==> src/rtl/matrix_multiply_transpose_sum_unit_defines.svh <==
`ifndef MATRIX_MULTIPLY_TRANSPOSE_SUM_UNIT_DEFINES_SVH
`define MATRIX_MULTIPLY_TRANSPOSE_SUM_UNIT_DEFINES_SVH

// clocked assertion, quiet during reset
`define MMTS_ASSERT(label, prop, msg) \
  label: assert property (@(posedge clk) disable iff (!rst_n) prop) else $error(msg);

// implication form
`define MMTS_ASSERT_IMP(label, pre, post, msg) \
  label: assert property (@(posedge clk) disable iff (!rst_n) (pre) |-> (post)) else $error(msg);

`endif

==> src/rtl/mmts_pkg.sv <==
`timescale 1ns / 1ps

package mmts_pkg;

  localparam int MAX_DIM = 16;
  localparam int IDX_W   = $clog2(MAX_DIM);
  localparam int DIM_W   = IDX_W + 1;
  localparam int ACC_W   = 36;
  localparam int RES_W   = 44;

  localparam logic [1:0] FUNC_LOAD_A  = 2'd0;
  localparam logic [1:0] FUNC_LOAD_B  = 2'd1;
  localparam logic [1:0] FUNC_COMPUTE = 2'd2;
  localparam logic [1:0] FUNC_READ    = 2'd3;

  localparam logic [1:0] ST_OK       = 2'd0;
  localparam logic [1:0] ST_RANGE    = 2'd1;
  localparam logic [1:0] ST_NO_PROD  = 2'd2;

  localparam logic [1:0] CFG_ROWS  = 2'd0;
  localparam logic [1:0] CFG_INNER = 2'd1;
  localparam logic [1:0] CFG_COLS  = 2'd2;

  typedef struct packed {
    logic               vld;
    logic [IDX_W-1:0]   k;
    logic signed [15:0] a;
  } chain_t;

  typedef struct packed {
    logic cap;
    logic shift;
  } cell_ctl_t;

endpackage

==> src/rtl/mmts_cell.sv <==
`timescale 1ns / 1ps

module mmts_cell (
  input  logic                                clk,
  input  logic                                rst_n,
  input  logic                                b_we,
  input  logic [mmts_pkg::IDX_W-1:0]          b_addr,
  input  logic signed [15:0]                  b_wdata,
  input  mmts_pkg::cell_ctl_t                 ctl,
  input  mmts_pkg::chain_t                    chain_in,
  output mmts_pkg::chain_t                    chain_out,
  input  logic signed [mmts_pkg::ACC_W-1:0]   sh_in,
  output logic signed [mmts_pkg::ACC_W-1:0]   sh_out
);

  // one column of b, indexed by k
  logic signed [15:0] b_col [mmts_pkg::MAX_DIM];
  mmts_pkg::chain_t   chain_r;
  logic signed [31:0] prod_r;
  logic               pv_r;
  logic               pfirst_r;
  logic signed [mmts_pkg::ACC_W-1:0] acc_r;
  logic signed [mmts_pkg::ACC_W-1:0] sh_r;
  logic signed [15:0] b_rd;
  logic signed [31:0] prod_nxt;

  assign b_rd     = b_col[chain_in.k];
  assign prod_nxt = chain_in.a * b_rd;

  always_ff @(posedge clk) begin
    if (b_we) begin
      b_col[b_addr] <= b_wdata;
    end
  end

  always_ff @(posedge clk) begin
    if (!rst_n) begin
      chain_r.vld <= 1'b0;
      pv_r        <= 1'b0;
    end else begin
      chain_r.vld <= chain_in.vld;
      pv_r        <= chain_in.vld;
    end
    chain_r.k <= chain_in.k;
    chain_r.a <= chain_in.a;
    prod_r    <= prod_nxt;
    pfirst_r  <= (chain_in.k == '0);
  end

  // first term of a dot product restarts the accumulator
  always_ff @(posedge clk) begin
    if (pv_r) begin
      if (pfirst_r) begin
        acc_r <= mmts_pkg::ACC_W'(prod_r);
      end else begin
        acc_r <= acc_r + mmts_pkg::ACC_W'(prod_r);
      end
    end
    if (ctl.cap) begin
      sh_r <= acc_r;
    end else if (ctl.shift) begin
      sh_r <= sh_in;
    end
  end

  assign chain_out = chain_r;
  assign sh_out    = sh_r;

endmodule

==> config.mk <==
export PLATFORM = sky130hd
export DESIGN_NAME = mmts_cell
export DESIGN_NICKNAME = d
export VERILOG_FILES = /design/src/rtl/matrix_multiply_transpose_sum_unit_defines.svh /design/src/rtl/mmts_pkg.sv /design/src/rtl/mmts_cell.sv
export SDC_FILE = /design/constraint.sdc
export NUM_CORES = 1
export LEC_CHECK = 0
export BUFFER_PORTS_ARGS = -buffer_cell sky130_fd_sc_hd__buf_2
export CAP_MARGIN = 10
export CORE_MARGIN = 4
export CORE_UTILIZATION = 49
export CTS_BUF_LIST = sky130_fd_sc_hd__clkbuf_16
export CTS_CLUSTER_DIAMETER = 80
export DETAILED_ROUTE_END_ITERATION = 12
export PLACE_DENSITY_LB_ADDON = 0.1
export SLEW_MARGIN = 5
export SYNTH_ARGS = -nofsm -noshare
export SYNTH_HDL_FRONTEND = slang
export SYNTH_SLANG_ARGS = --single-unit
export TNS_END_PERCENT = 10
==> constraint.sdc <==
create_clock -name clk -period 9.7 [get_ports clk]
set_clock_uncertainty 0.05 [all_clocks]
set_input_delay 1.94 -clock clk [delete_from_list [all_inputs] [get_ports clk]]
set_output_delay 1.94 -clock clk [all_outputs]
set_load 0.1 [all_outputs]
==> flow_summary_export.csv <==
group,metric,value,unit
status,outcome,"finished, final reports clean",
yosys,combinational_family_with_the_most_area_after_synthesis,"adder cells",
timing,setup-tns-final,0,ps
routing,total_number_of_vias,15200,
yosys,synthesis.yosys.warnings,0,
yosys,synth_area_leaders,"edfxtp_1, fa_1, mux4_2, ha_1, inv_1",
timing,final-setup-viol-count,0,
yosys,post_synthesis_sequential_area_ratio,42.7,%
routing,route.detailed.drc,0,
timing,fin_hold_ws,507,ps
timing,min_period,8950,ps
yosys,ys_ff_latch,382,
place,place.port_buffers,138,
routing,drtPass1Iterations,5,
grt,first_pass_grt_wire_length,89900,um
setup_path,timing.critical_path.buf_inv,6,
hold_path,worst_hold_path_type,"flop to flop",
cells_and_area,drive_gt1_share,18.0,%
timing,setup_repair_after_global_routing_missed_its_margin,"no",
routing,wirelength,55600,um
floorplan,core-area,51500,um^2
clock_network,postCtsSetupRepairBufs,0,
setup_path,worst-r2r-cell-count,22,
setup_path,critPathCaptureType,"flop",
floorplan,floorplan.initialDensity,49.7,%
yosys,syn-num-nets,2445,
clock_network,cts.repair.resized,0,
yosys,synth.area.mux_share,8.70,%
grt,grt_start_max_net_pins,82,
hold_path,worstHoldPathCells,2,
grt,grt_util_met2,35.2,%
yosys,synth-async-reset-ratio,0,%
clock_network,clk_transition_reported_paths,60,ps
yosys,synth_ff_type,"edfxtp_1",
grt,track_usage,20.2,%
routing,antenna_left,0,
floorplan,die_area,56000,um^2
timing,finalHoldViolations,0,
place,routability_driven_placement_congestion_ratio,0.836,
cells_and_area,layout_commonest_cell,"edfxtp_1",
yosys,synth_instances,1983,
grt,grt_antenna_before_repair,5,
floorplan,row_count,83,
yosys,syn-mean-instance-area,12.9,um^2
yosys,post_synth_and_or_nand_nor_area_fraction,8.69,%
timing,fmax,112,MHz
floorplan,die_x,237,um
setup_path,critical_path_arrival,9410,ps
clock_network,ctsLongestPathBuffers,3,
hold_path,hold_start,"prod_r[6]$_DFF_P_",
yosys,synth_edf_count,328,
hold_path,worst_hold_path.endpoint,"acc_r[6]$_DFFE_PP_",
floorplan,i_o_pin_count,139,
setup_path,critical_path.startpoint_type,"input port",
yosys,area_fraction_of_the_dominant_cell_type_after_synthesis,38.5,%
cells_and_area,design.final.nets,2592,
flow_run,cap_viol_max_count,0,
cells_and_area,layout.cells.non_filler,2846,
setup_path,worst-r2r-setup-slack,2320,ps
floorplan,die-height,237,um
setup_path,reg2reg_from,"b_col[15][1]$_DFFE_PP_",
timing,worst_case_headroom_to_the_max_slew_limit,38.5,%
setup_path,path_delay_family,"adder cells",
yosys,synth_compound_gate_area_share,6.00,%
yosys,synth_area_leader_cell,"edfxtp_1",
cells_and_area,utilization_of_the_core_after_routing,55.7,%
setup_path,path_class,"input port to flop",
place,detailedPlacementHpwl,40400,um
timing,tightestPinTransition,922,ps
clock_network,post_cts_hold_buffer_count,0,
clock_network,cts_made_buffers,43,
yosys,syn_area,25600,um^2
grt,grt_use_met3,3.06,%
cells_and_area,area.growth.synth_to_final,12.0,%
grt,grtUsageMet1,27.0,%
cells_and_area,most-common-layout-cells,"edfxtp_1, inv_1, fa_1",
setup_path,critPathMostFrequentCell,"fa_1",
grt,global_route.peak_usage_layer,"met2",
setup_path,timing.critical_path.cells,"buf_4, buf_4, mux4_2, mux4_2, and2_1, fa_1, inv_1, fa_1, fa_1, inv_1, fa_1, fa_1, inv_1, fa_1, inv_1, ha_1, a21o_1, or4_1, o22ai_1, nor2_1, a31oi_1, o21ai_0, a21oi_1, xnor2_1",
grt,grt_pass1_vias,16500,
place,dp.cells,2765,
grt,gr-total-overflow,0,
routing,routed_length_per_placed_instance,19.5,um
clock_network,tritoncts,"built",
setup_path,cp_max_fo,16,
routing,route.detailed.vias_per_inst,5.34,
yosys,synth.lib_cells_used.distinct,76,
setup_path,crit_slowest_cell,"mux4_2",
clock_network,clock-root-buffer,"clkbuf_16",
clock_network,clkLatencyLatePin,590,ps
setup_path,worstPathRequired,10160,ps
timing,final-max-slew-violation-count,0,
timing,layout_worst_path_cycle_share,92.3,%
clock_network,clock_tree.htree_level_count,2,
clock_network,cts_sinks,382,
setup_path,rr_endpoint,"prod_r[23]$_DFF_P_",
routing,drt_iter0_drc,652,
yosys,synth_fa_ha_area_share,26.3,%
setup_path,crit_path_max_incr_delay,650,ps
yosys,synth-xor-area-share,1.78,%
-- cells by family after synthesis --
group | after synthesis
AO/OA/AOI/OAI | 228
XOR/XNOR | 52
adder cells (fa/ha/maj) | 380
buffers and inverters | 388
flip-flops | 382
multiplexers | 119
AND/OR/NAND/NOR | 434
-- cell type report --
class,count,area (um^2)
diodes,1,2.50
clock buffers,43,1080
clock inverters,37,472
fillers,4336,22800
inverters,320,1200
multi-input cells,1213,13200
flip-flops and latches,382,10900
well taps,680,851
repair buffers,170,958
-- registers in the layout (all words and copies together), names as in the netlist --
| name | flops |
|---|---|
| pv_r | 1 |
| sh_out | 36 |
| acc_r | 36 |
| chain_out | 20 |
| b_col | 256 |
| prod_r | 32 |
| pfirst_r | 1 |
-- layer usage --
metal | share of wire, % | routed length [um]
met4 | 1.9 | 1070
met3 | 4.3 | 2410
met1 | 43 | 24200
met5 | 0.063 | 35
met2 | 50 | 27900
-- worst register-to-register path, stage by stage (launching register included) --
cell	delay, ps
edfxtp_1	360
mux4_2	480
mux4_2	640
and2_1	240
fa_1	530
inv_1	60
fa_1	450
fa_1	570
inv_1	60
fa_1	490
fa_1	490
inv_1	50
fa_1	470
inv_1	40
ha_1	340
a21o_1	200
or4_1	400
o22ai_1	340
nor2_1	150
a31oi_1	370
o21ai_0	170
a21oi_1	210
xnor2_1	150
-- cell usage after synthesis (all sizes together), types with 32 or more instances --
library cell,number
mux2,38
fa,263
a21oi,60
edfxtp,328
nor2,49
dfxtp,54
nand2,150
ha,117
clkbuf,43
mux4,79
xnor2,32
and2,148
inv,320
o21ai,60
-- how the worst max path moves through the flow --
stage | slack, ps | start | to | cells after the start
floorplan | 870 | chain_in[16] | prod_r[23]$_DFF_P_ | 25
global placement | 150 | chain_in[16] | prod_r[31]$_DFF_P_ | 25
detailed placement | 100 | chain_in[16] | prod_r[31]$_DFF_P_ | 25
CTS | 690 | chain_in[16] | prod_r[23]$_DFF_P_ | 24
global route | 270 | chain_in[16] | prod_r[31]$_DFF_P_ | 27
finish | 750 | chain_in[16] | prod_r[23]$_DFF_P_ | 24
-- through the flow --
stage	worst slack [ps]	cell area, um^2
after global routing	271	28700
after CTS	694	28700
after detailed placement	101	27100
after floorplan	868	25600
final	749	28700
after global placement	149	27100
Power is left out: the tool's default activity adds up to more than one toggle a clock period on the data nets, which glitch-free logic cannot reach.
